**src/rtl/msl_pkg.sv**
```systemverilog
// ----------------------------------------------------------------------------
// msl_pkg
// shared widths, types and codes of the mean square level meter
// ----------------------------------------------------------------------------
package msl_pkg;

  localparam int MaxFrameSamples = 4096;

  localparam int SampleW = 16;
  localparam int SqW     = 2 * SampleW;
  localparam int AmpW    = 31;
  localparam int HeightW = 10;
  localparam int MeanW   = 31;
  localparam int CountW  = $clog2(MaxFrameSamples + 1);
  localparam int SumW    = MeanW + $clog2(MaxFrameSamples);
  localparam int ProdW   = MeanW + HeightW;

  // shared divider sizes
  localparam int DivNumW = (SumW > ProdW) ? SumW : ProdW;
  localparam int DivDenW = (AmpW > CountW) ? AmpW : CountW;
  localparam int DivCntW = $clog2(DivNumW + 1);

  // frame queue
  localparam int QDepth  = 2;
  localparam int QPtrW   = (QDepth > 1) ? $clog2(QDepth) : 1;
  localparam int QCntW   = $clog2(QDepth + 1);

  // configuration port
  localparam int CfgIdxW  = 1;
  localparam int CfgDataW = AmpW;

  typedef enum logic [CfgIdxW-1:0] {
    CfgMaxAmplitude = 1'b0,
    CfgMaxHeight    = 1'b1
  } cfg_idx_e;

  typedef enum logic [2:0] {
    BkIdle,
    BkMean,
    BkMul,
    BkBarGo,
    BkBar,
    BkOut
  } bk_state_e;

  // totals of one finished frame
  typedef struct packed {
    logic [SumW-1:0]   sum;
    logic [CountW-1:0] count;
  } frame_t;

endpackage

```
**src/rtl/msl_divider.sv**
```systemverilog
// ----------------------------------------------------------------------------
// msl_divider
// restoring divider, one quotient bit per cycle, shared by both divisions
// ----------------------------------------------------------------------------
module msl_divider
  import msl_pkg::*;
(
  input  logic               clk_i,
  input  logic               rst_ni,
  input  logic               start_i,
  input  logic [DivNumW-1:0] num_i,
  input  logic [DivDenW-1:0] den_i,
  output logic               done_o,
  output logic [DivNumW-1:0] quot_o
);

  logic               busy_q;
  logic               done_q;
  logic [DivCntW-1:0] cnt_q;
  logic [DivNumW-1:0] num_q;
  logic [DivDenW-1:0] rem_q;
  logic [DivDenW-1:0] den_q;

  logic [DivDenW:0]   rem_sh;
  logic               q_bit;
  logic [DivDenW:0]   rem_sub;

  always_comb begin
    rem_sh  = {rem_q, num_q[DivNumW-1]};
    q_bit   = (rem_sh >= {1'b0, den_q});
    rem_sub = q_bit ? (rem_sh - {1'b0, den_q}) : rem_sh;
  end

  always_ff @(posedge clk_i or negedge rst_ni) begin
    if (!rst_ni) begin
      busy_q <= 1'b0;
      done_q <= 1'b0;
      cnt_q  <= '0;
    end else begin
      done_q <= busy_q && (cnt_q == DivCntW'(1));
      if (start_i) begin
        busy_q <= 1'b1;
        cnt_q  <= DivCntW'(DivNumW);
      end else if (busy_q) begin
        cnt_q <= cnt_q - DivCntW'(1);
        if (cnt_q == DivCntW'(1)) begin
          busy_q <= 1'b0;
        end
      end
    end
  end

  // quotient bits shift in where dividend bits shift out
  always_ff @(posedge clk_i) begin
    if (start_i) begin
      num_q <= num_i;
      den_q <= den_i;
      rem_q <= '0;
    end else if (busy_q) begin
      num_q <= {num_q[DivNumW-2:0], q_bit};
      rem_q <= rem_sub[DivDenW-1:0];
    end
  end

  assign done_o = done_q;
  assign quot_o = num_q;

endmodule

```
**src/rtl/msl_fifo.sv**
```systemverilog
// ----------------------------------------------------------------------------
// msl_fifo
// short queue of finished frame totals between front and back
// ----------------------------------------------------------------------------
module msl_fifo
  import msl_pkg::*;
(
  input  logic   clk_i,
  input  logic   rst_ni,
  input  logic   push_i,
  input  frame_t data_i,
  output logic   full_o,
  input  logic   pop_i,
  output logic   empty_o,
  output frame_t data_o
);

  frame_t             mem_q [QDepth];
  logic [QPtrW-1:0]   wr_ptr_q;
  logic [QPtrW-1:0]   rd_ptr_q;
  logic [QCntW-1:0]   cnt_q;
  logic               do_push;
  logic               do_pop;

  assign full_o  = (cnt_q == QCntW'(QDepth));
  assign empty_o = (cnt_q == '0);
  assign do_push = push_i && !full_o;
  assign do_pop  = pop_i && !empty_o;
  assign data_o  = mem_q[rd_ptr_q];

  function automatic logic [QPtrW-1:0] ptr_inc(input logic [QPtrW-1:0] p);
    ptr_inc = (p == QPtrW'(QDepth - 1)) ? '0 : p + QPtrW'(1);
  endfunction

  always_ff @(posedge clk_i or negedge rst_ni) begin
    if (!rst_ni) begin
      wr_ptr_q <= '0;
      rd_ptr_q <= '0;
      cnt_q    <= '0;
    end else begin
      if (do_push) begin
        wr_ptr_q <= ptr_inc(wr_ptr_q);
      end
      if (do_pop) begin
        rd_ptr_q <= ptr_inc(rd_ptr_q);
      end
      if (do_push && !do_pop) begin
        cnt_q <= cnt_q + QCntW'(1);
      end else if (do_pop && !do_push) begin
        cnt_q <= cnt_q - QCntW'(1);
      end
    end
  end

  always_ff @(posedge clk_i) begin
    if (do_push) begin
      mem_q[wr_ptr_q] <= data_i;
    end
  end

endmodule

```
**src/rtl/msl_front.sv**
```systemverilog
// ----------------------------------------------------------------------------
// msl_front
// squares incoming samples and accumulates frame totals
// ----------------------------------------------------------------------------
module msl_front
  import msl_pkg::*;
(
  input  logic               clk_i,
  input  logic               rst_ni,
  input  logic               push_i,
  input  logic [SampleW-1:0] sample_i,
  input  logic               last_sample_i,
  output logic               full_o,
  input  logic               q_full_i,
  output logic               frame_valid_o,
  output frame_t             frame_o
);

  logic              a_valid_q;
  logic              a_last_q;
  logic [SqW-1:0]    sq_q;
  logic [SumW-1:0]   sum_q;
  logic [CountW-1:0] count_q;

  logic               a_adv;
  logic               accept;
  logic [SampleW-1:0] mag;
  logic               take;
  logic [SumW-1:0]    sum_nx;
  logic [CountW-1:0]  cnt_nx;

  // square stage holds only while its frame end finds the queue full
  assign a_adv  = !(a_valid_q && a_last_q && q_full_i);
  assign full_o = !a_adv;
  assign accept = push_i && a_adv;
  assign mag    = sample_i[SampleW-1] ? (~sample_i + SampleW'(1)) : sample_i;

  always_comb begin
    take   = a_valid_q && (count_q < CountW'(MaxFrameSamples));
    sum_nx = take ? (sum_q + SumW'(sq_q)) : sum_q;
    cnt_nx = take ? (count_q + CountW'(1)) : count_q;
  end

  assign frame_valid_o = a_valid_q && a_last_q && !q_full_i;
  assign frame_o       = '{sum: sum_nx, count: cnt_nx};

  always_ff @(posedge clk_i or negedge rst_ni) begin
    if (!rst_ni) begin
      a_valid_q <= 1'b0;
      a_last_q  <= 1'b0;
      sum_q     <= '0;
      count_q   <= '0;
    end else begin
      if (a_adv) begin
        a_valid_q <= accept;
        if (accept) begin
          a_last_q <= last_sample_i;
        end
      end
      if (a_valid_q && a_adv) begin
        if (a_last_q) begin
          sum_q   <= '0;
          count_q <= '0;
        end else begin
          sum_q   <= sum_nx;
          count_q <= cnt_nx;
        end
      end
    end
  end

  always_ff @(posedge clk_i) begin
    if (accept) begin
      sq_q <= mag * mag;
    end
  end

endmodule

```
**src/rtl/msl_back.sv**
```systemverilog
// ----------------------------------------------------------------------------
// msl_back
// per-frame mean and bar height through a shared divider, result register
// ----------------------------------------------------------------------------
module msl_back
  import msl_pkg::*;
(
  input  logic               clk_i,
  input  logic               rst_ni,
  input  logic               q_empty_i,
  input  frame_t             frame_i,
  output logic               q_pop_o,
  input  logic [AmpW-1:0]    max_amp_i,
  input  logic [HeightW-1:0] max_height_i,
  output logic               out_valid_o,
  input  logic               out_pop_i,
  output logic [MeanW-1:0]   mean_o,
  output logic [HeightW-1:0] bar_o
);

  bk_state_e state_q, state_d;

  logic [MeanW-1:0]   mean_q;
  logic [ProdW-1:0]   prod_q;
  logic [HeightW-1:0] bar_q;
  logic               out_valid_q;
  logic [MeanW-1:0]   out_mean_q;
  logic [HeightW-1:0] out_bar_q;

  logic               div_start;
  logic [DivNumW-1:0] div_num;
  logic [DivDenW-1:0] div_den;
  logic               div_done;
  logic [DivNumW-1:0] div_quot;
  logic               over;
  logic [ProdW-1:0]   prod_d;
  logic [HeightW-1:0] bar_sat;

  msl_divider u_div (
    .clk_i   (clk_i),
    .rst_ni  (rst_ni),
    .start_i (div_start),
    .num_i   (div_num),
    .den_i   (div_den),
    .done_o  (div_done),
    .quot_o  (div_quot)
  );

  assign over    = (mean_q > max_amp_i);
  assign prod_d  = ProdW'(max_height_i) * ProdW'(mean_q);
  assign bar_sat = (div_quot > DivNumW'(max_height_i)) ? max_height_i
                                                        : div_quot[HeightW-1:0];

  always_comb begin
    state_d   = state_q;
    q_pop_o   = 1'b0;
    div_start = 1'b0;
    div_num   = DivNumW'(prod_q);
    div_den   = DivDenW'(max_amp_i);
    unique case (state_q)
      BkIdle: begin
        if (!q_empty_i) begin
          q_pop_o   = 1'b1;
          div_start = 1'b1;
          div_num   = DivNumW'(frame_i.sum);
          div_den   = DivDenW'(frame_i.count);
          state_d   = BkMean;
        end
      end
      BkMean: begin
        if (div_done) begin
          state_d = BkMul;
        end
      end
      BkMul: begin
        state_d = BkBarGo;
      end
      BkBarGo: begin
        if (over || (max_amp_i == '0)) begin
          state_d = BkOut;
        end else begin
          div_start = 1'b1;
          state_d   = BkBar;
        end
      end
      BkBar: begin
        if (div_done) begin
          state_d = BkOut;
        end
      end
      BkOut: begin
        if (!out_valid_q) begin
          state_d = BkIdle;
        end
      end
      default: begin
        state_d = BkIdle;
      end
    endcase
  end

  always_ff @(posedge clk_i or negedge rst_ni) begin
    if (!rst_ni) begin
      state_q     <= BkIdle;
      out_valid_q <= 1'b0;
    end else begin
      state_q <= state_d;
      if (state_q == BkOut && !out_valid_q) begin
        out_valid_q <= 1'b1;
      end else if (out_pop_i && out_valid_q) begin
        out_valid_q <= 1'b0;
      end
    end
  end

  always_ff @(posedge clk_i) begin
    if (state_q == BkMean && div_done) begin
      mean_q <= div_quot[MeanW-1:0];
    end
    if (state_q == BkMul) begin
      prod_q <= prod_d;
    end
    if (state_q == BkBarGo) begin
      if (over) begin
        bar_q <= max_height_i;
      end else if (max_amp_i == '0) begin
        bar_q <= '0;
      end
    end
    if (state_q == BkBar && div_done) begin
      bar_q <= bar_sat;
    end
    if (state_q == BkOut && !out_valid_q) begin
      out_mean_q <= mean_q;
      out_bar_q  <= bar_q;
    end
  end

  assign out_valid_o = out_valid_q;
  assign mean_o      = out_mean_q;
  assign bar_o       = out_bar_q;

endmodule

```
**src/rtl/mean_square_level_meter_core.sv**
```systemverilog
// ----------------------------------------------------------------------------
// mean_square_level_meter_core
// frame mean square energy and bar height of a signed 16-bit sample stream
// ----------------------------------------------------------------------------
//   channel  | handshake                | payload
//   ---------+--------------------------+------------------------------------
//   samples  | push / full              | sample_i, last_sample_i
//   results  | empty / pop              | mean_energy_o, bar_height_o
//   config   | cfg_we_i, cfg_idx_i      | cfg_data_i (max_amplitude, max_height)
//
// one sample per cycle enters the square and accumulate front end while full is low
// a frame that leaves the frame queue passes through the bit-serial divider, which
// first forms the mean and then the bar height; the bar division is skipped when
// the energy is over full scale or full scale is zero; the back end takes no new
// frame until the last one is in the result register, after the previous result is popped
// full rises only when a frame end meets a full two-entry frame queue
// reset is asynchronous, active low, and leaves the meter ready at once
// ----------------------------------------------------------------------------
module mean_square_level_meter_core
  import msl_pkg::*;
(
  input  logic                clk_i,
  input  logic                rst_ni,
  // sample channel
  input  logic                push,
  output logic                full,
  input  logic [SampleW-1:0]  sample_i,
  input  logic                last_sample_i,
  // result channel
  output logic                empty,
  input  logic                pop,
  output logic [MeanW-1:0]    mean_energy_o,
  output logic [HeightW-1:0]  bar_height_o,
  // configuration writes
  input  logic                cfg_we_i,
  input  logic [CfgIdxW-1:0]  cfg_idx_i,
  input  logic [CfgDataW-1:0] cfg_data_i
);

  // configuration registers; the user must write them only while the meter is idle, the block does not enforce it
  logic [AmpW-1:0]    max_amp_q;
  logic [HeightW-1:0] max_height_q;

  // front to queue
  logic   frame_valid;
  frame_t frame_in;
  logic   q_full;

  // queue to back
  logic   q_empty;
  logic   q_pop;
  frame_t frame_out;

  logic   out_valid;

  always_ff @(posedge clk_i or negedge rst_ni) begin
    if (!rst_ni) begin
      max_amp_q    <= AmpW'(16777216);
      max_height_q <= HeightW'(128);
    end else if (cfg_we_i) begin
      unique case (cfg_idx_e'(cfg_idx_i))
        CfgMaxAmplitude: max_amp_q    <= cfg_data_i[AmpW-1:0];
        CfgMaxHeight:    max_height_q <= cfg_data_i[HeightW-1:0];
        default:         ;
      endcase
    end
  end

  // square and accumulate, one transfer per cycle while full is low
  msl_front u_front (
    .clk_i         (clk_i),
    .rst_ni        (rst_ni),
    .push_i        (push),
    .sample_i      (sample_i),
    .last_sample_i (last_sample_i),
    .full_o        (full),
    .q_full_i      (q_full),
    .frame_valid_o (frame_valid),
    .frame_o       (frame_in)
  );

  // decouples frame ends from the slow divisions
  msl_fifo u_fifo (
    .clk_i   (clk_i),
    .rst_ni  (rst_ni),
    .push_i  (frame_valid),
    .data_i  (frame_in),
    .full_o  (q_full),
    .pop_i   (q_pop),
    .empty_o (q_empty),
    .data_o  (frame_out)
  );

  // mean, product, bar height and the result register
  msl_back u_back (
    .clk_i        (clk_i),
    .rst_ni       (rst_ni),
    .q_empty_i    (q_empty),
    .frame_i      (frame_out),
    .q_pop_o      (q_pop),
    .max_amp_i    (max_amp_q),
    .max_height_i (max_height_q),
    .out_valid_o  (out_valid),
    .out_pop_i    (pop),
    .mean_o       (mean_energy_o),
    .bar_o        (bar_height_o)
  );

  assign empty = !out_valid;

endmodule

```
**config.mk**
```make
export PLATFORM = sky130hd
export DESIGN_NAME = mean_square_level_meter_core
export DESIGN_NICKNAME = d
export VERILOG_FILES = /design/src/rtl/msl_pkg.sv /design/src/rtl/msl_divider.sv /design/src/rtl/msl_fifo.sv /design/src/rtl/msl_front.sv /design/src/rtl/msl_back.sv /design/src/rtl/mean_square_level_meter_core.sv
export SDC_FILE = /design/constraint.sdc
export NUM_CORES = 2
export LEC_CHECK = 0
export BUFFER_PORTS_ARGS = -buffer_cell sky130_fd_sc_hd__buf_2
export CAP_MARGIN = 25
export CORE_ASPECT_RATIO = 1.75
export CORE_MARGIN = 5
export CORE_UTILIZATION = 40
export CTS_CLUSTER_DIAMETER = 120
export DETAILED_ROUTE_END_ITERATION = 6
export PLACE_DENSITY = 0.54
export SYNTH_ARGS = -nofsm -noshare
export SYNTH_HDL_FRONTEND = slang
export SYNTH_SLANG_ARGS = --single-unit
```
**constraint.sdc**
```tcl
create_clock -name clk_i -period 7.2 [get_ports clk_i]
set_input_delay 1.44 -clock clk_i [delete_from_list [all_inputs] [get_ports clk_i]]
set_output_delay 1.44 -clock clk_i [all_outputs]
set_load 0.05 [all_outputs]
```
# ---- Yosys cells after proc, flatten, opt, wreduce, memory -nomap -nowiden
# Memories as Yosys holds them, arrays and structs flattened.
# Index checks and enable logic that the tools add are counted.
# W data, S select, Z words.
dict set report word_totals {
  ff_bits 375
  ramBits 112
  inputBits 54
  out_inout_bits 43
  mem_count 1
}
dict set report classes {
  bitwise 3
  mul 2
  magnitude_cmp 4
  mux 40
  addsub 9
  reduce_logical 35
  eq_ne 11
}
# memory depth width read_ports rd_clocked_by_memory_dff write_ports line
set memory_table {}
lappend memory_table {u_fifo.mem_q 2 56 1 0 1 msl_fifo.sv:18} ;# frame_t mem_q [QDepth];
# operator count
set ops {}
lappend ops {{$mux W43} 6}
lappend ops {{$mux W31} 3}
lappend ops {{$mux W10} 5}
lappend ops {{$add A43 B32 Y43} 1}
lappend ops {{$gt A43 B10 Y1} 1}
lappend ops {{$mul A10 B31 Y41} 1}
lappend ops {{$ge A32 B31 Y1} 1}
lappend ops {{$mul A16 B16 Y32} 1}
lappend ops {{$gt A31 B31 Y1} 1}
lappend ops {{$logic_not A31 Y1} 1}
lappend ops {{$sub A31 B31 Y31} 1}
lappend ops {{$mux W13} 2}
lappend ops {{$pmux W3 S6} 1}
lappend ops {{$add A16 B1 Y16 const B} 1}
lappend ops {{$mux W16} 1}
lappend ops {{$not A16 Y16} 1}
lappend ops {{$logic_and A1 B1 Y1} 15}
lappend ops {{$add A13 B1 Y13 const B} 1}
lappend ops {{$lt A13 B13 Y1 const B} 1}
lappend ops {{$mux W1} 13}
lappend ops {{$mux W3} 4}
lappend ops {{$mux W6} 2}
lappend ops {{$ne A2 B2 Y1 const B} 4}
lappend ops {{$reduce_and A2 Y1} 4}
lappend ops {{19 further kinds} 32}

# ---- Longest topological paths before layout
dict set report depth {
  depth_word 8
  mapped_depth 31
}

# ---- Hierarchy
# Synthesis repeated with hierarchy kept, for this count alone.
dict set report unflattened {
  hier_cells 3861
  hier_area_um2 40846.7
}
# module area_each_um2 instances cells_each
set by_module_without_submodules {}
lappend by_module_without_submodules {msl_back 15662.5 1 1549}
lappend by_module_without_submodules {msl_front 12944.9 1 1451}
lappend by_module_without_submodules {msl_divider 6318.6 1 580}
lappend by_module_without_submodules {msl_fifo 4357.9 1 193}
lappend by_module_without_submodules {mean_square_level_meter_core 1562.7 1 88}

# ---- Worst setup path before layout
# Ideal clock, no wire load.
dict set report synth_timing {
  kind {in2reg}
  start {input port sample_i[0]}
  end {register u_front.sq_q[30] (data pin)}
  t_required_ns 6.942
  path_stages 28
  arrival_ns 8.816
  slack_ns -1.874
  n_path_buf 1
  path_cell_list {inv_2 clkbuf_1 ha_1 nand2_1 or3_1 o41a_1 xnor2_1 clkinv_1 nand2_1 fa_1 fa_1 inv_1 fa_1 fa_1 fa_1 inv_1 fa_1 inv_1 ha_1 a21o_1 a21o_1 a21o_1 a2111oi_0 o21ai_0 o2111ai_1 nand2_1 a311o_1 xor2_1}
}
dict set report synth_between {
  elab_chain_cells 4
}
# element line
set synth_rtl {}
lappend synth_rtl {{from (decl)} mean_square_level_meter_core.sv:27} ;# input logic [SampleW-1:0] sample_i,
lappend synth_rtl {{$not A16 Y16} msl_front.sv:36} ;# assign mag = sample_i[SampleW-1] ? (~sample_i + SampleW'(1)) : sample_i;
lappend synth_rtl {{$add A16 B1 Y16} msl_front.sv:36}
lappend synth_rtl {{$mux W16 *} msl_front.sv:36}
lappend synth_rtl {{$mul A16 B16 Y32 *} msl_front.sv:74} ;# sq_q <= mag * mag;
lappend synth_rtl {{to (signal assigned)} msl_front.sv:74}
lappend synth_rtl {{to (decl)} msl_front.sv:21} ;# logic [SqW-1:0] sq_q;
# Mark *: on every way between the ends. The rest lies on a longest branch, timed or not.
# A chain may end at the register's enable or synchronous reset.

# ---- Final worst setup path
dict set report layout_timing {
  start {input port sample_i[7]}
  end {register u_front.sq_q[30] (data pin)}
}
# Same word-level chain as after synthesis.

==> flow_summary_export.csv <==
group,metric,value,unit
sta,fin_ws,-0.5947,ns
die,dieArea,106200,um^2
critical_path,critPathMaxFanout,4,
die,initial_core_util,40.15,%
route,antenna_left,0,
sta,fin_crit,7.795,ns
route,num_vias,28480,
cts,cts_tree,"done",
critical_path,crit_path_start_kind,"input pin",
place,place_inst,5424,
status,violations,"negative setup slack",
critical_path,required,7.54,ns
sta,tightest_slew,0.9927,ns
die,coreArea,99160,um^2
final_layout,mostFrequentLayoutCells,"nand2_1 (498), inv_1 (460), fa_1 (387)",
synth,syn_avg_cell_area,10.08,um^2
die,die_h,427.3,um
cts,clk_pin_slew_worst_paths,0.07,ns
min_path,hold_path_class,"flip-flop to flip-flop",
cts,hold_buffers,0,
synth,synth_edf_count,340,
synth,synth_area,39810,um^2
synth,ys_types,87,
global_routing,grt_usage,19.59,%
final_layout,drive_gt1_share,13.97,%
global_routing,grt_pass1_wl,167400,um
critical_path,endpoint_kind,"flip-flop",
status,status,"finished, violations left",
place,place_hpwl,82920,um
route,wl_per_cell,18.80,um
synth,yosysWarnings,0,
final_layout,n_antenna_cell,0,
final_layout,stdcell_count,5532,
global_routing,grt_start_max_net_pins,84,
job,maxCapViolCount,0,
final_layout,final_common_cell,"nand2_1",
synth,ys_seq_elements,486,
sta,holdWs,0.4275,ns
route,first_pass_iters,7,
sta,layout_worst_path_cycle_share,108.3,%
cts,cts_buffers,47,
cts,htreeDepth,2,
final_layout,fillers,9519,
die,ios,97,
global_routing,grt_pass1_vias,30520,
sta,finClkSkew,0.02463,ns
place,globalplace.congestion,0.8921,
die,fp.dieW,248.5,um
critical_path,crit_type,"input pin to flip-flop",
global_routing,antenna_found_initial,0,
route,drt_wl_total,104000,um
critical_path,cp.arrival,8.13,ns
cts,cts-root-buf,"clkbuf_16",
route,drc_errors,0,
route,avgViaCountPerCell,5.148,
synth,synth_ff_type,"edfxtp_1",
synth,synthArstFlopShare,23.66,%
final_layout,nets,4911,
sta,rsz0062_at_grt,"true",
global_routing,overflow,0,
sta,tns,-4.869,ns
cts,insertion_delay,0.60,ns
die,rows,153,
sta,fmax,128.3,MHz
synth,ys_seq_area_share,34.44,%
cts,cts.sinks,486,
route,drt_iter0_markers,1259,
sta,maxSlewViolCount,0,
final_layout,areaGrowthSynthToFinish,14.50,%
sta,slew_headroom,33.75,%
sta,finalHoldViolCount,0,
place,port_buffers,96,
sta,setup_viol_count_final,16,
cts,clk_path_buf_depth,3,
synth,netlist_instances,3950,
==> metal layers <==
metal	vias to the layer above	wire [um]	track usage (%)
met5	-	0	0
met4	0	4574	7.517
met3	195	2533	1.435
met2	480	57650	38.97
met1	14060	39220	21.51
li1	13750	-	-
==> final cells by class <==
cell class / count / area [um^2] / share of cell area (%)
Timing Repair Buffer: 358 / 2619 / 5.745
Inverter: 487 / 1844 / 4.046
Tap cell: 1317 / 1648 / 3.615
Multi-Input combinational cell: 2798 / 24230 / 53.14
Sequential cell: 486 / 13710 / 30.08
Clock inverter: 29 / 281.5 / 0.6176
Clock buffer: 57 / 1255 / 2.753
==> kinds of logic after synthesis <==
group                    count (synthesis)  synth area share (%)
adder cells (fa/ha/maj)                679                 28.77
AND/OR/NAND/NOR                       1122                 12.91
AO/OA/AOI/OAI                          743                 11.78
multiplexers                            82                 2.099
flip-flops                             486                 34.44
other                                    2               0.01886
buffers and inverters                  675                 6.440
XOR/XNOR                               161                 3.542
==> cells in the mapped netlist, drive strengths merged, types with 45 or more instances <==
cell    count  share of area (%)
and2      130                2.0
nand2     512                4.8
a21oi     202                2.5
dfrtp     113                7.1
a21o       72                1.4
o21ai     219                2.8
edfxtp    340                 26
xor2       61                1.3
mux2i      70                1.8
nor2      236                2.2
a22o       45               0.99
clkbuf    170                1.6
xnor2     100                2.2
ha        285                9.0
inv       480                4.5
fa        394                 20
==> state kept, by name, indices dropped and copies added, names as in the netlist, 10 cells and up <==
signal	count
max_amp_q	31
u_fifo.mem_q	112
u_back.bar_o	10
u_front.sq_q	31
u_front.sum_q	43
u_back.bar_q	10
u_back.mean_q	31
max_height_q	10
u_back.u_div.rem_q	31
u_front.count_q	13
u_back.u_div.quot_o	43
u_back.prod_q	41
u_back.u_div.den_q	31
u_back.mean_o	31
==> metrics by stage <==
step                worst slack [ns]  utilization (%)  cell area (um^2)
finish                       -0.5947            45.97             45590
global route                 -0.8142            45.97             45590
CTS                          -0.5997            45.77             45380
detailed placement            -1.521            43.82             43460
global placement              -1.485            43.77             43410
floorplan                     -1.135                -             40160
==> critical path, cell delays in order <==
cell	delay (ns)
buf_6	0.09
or4_4	0.53
or4_4	0.54
o31ai_4	0.26
xor2_1	0.17
buf_4	0.18
nor2_4	0.04
buf_6	0.11
fa_1	0.46
fa_1	0.51
fa_1	0.44
fa_1	0.50
fa_1	0.49
inv_1	0.05
fa_1	0.48
inv_2	0.04
ha_4	0.21
a21o_1	0.16
a21o_1	0.20
a2111oi_4	0.38
o21ai_2	0.10
o2111ai_2	0.16
nand2_1	0.11
a311o_1	0.33
xor2_1	0.14
==> path summary, 6_finish.rpt <==
kind / endpoint / slack, ns / cells past startpoint / from
max: u_front.sq_q[30] / -0.59 / 25 / sample_i[7]
min reg2reg: u_back.bar_o[8] / 0.43 / 0 / u_back.bar_q[8]
max reg2reg: u_back.prod_q[39] / 0.46 / 17 / max_height_q[1]
max in group asynchronous: u_front.sum_q[35] / 4.93 / 2 / rst_ni
min: u_back.bar_o[8] / 0.43 / 0 / u_back.bar_q[8]
min in group asynchronous: u_front.a_last_q / 0.95 / 1 / rst_ni
==> timing repair <==
action	CTS	global route
gates resized for setup	72	42
pin swaps	42	28
setup endpoints to repair	18	20
setup buffers	19	8
Power is left out: the tool's default activity adds up to more than one toggle a clock period on the data nets, which glitch-free logic cannot reach.
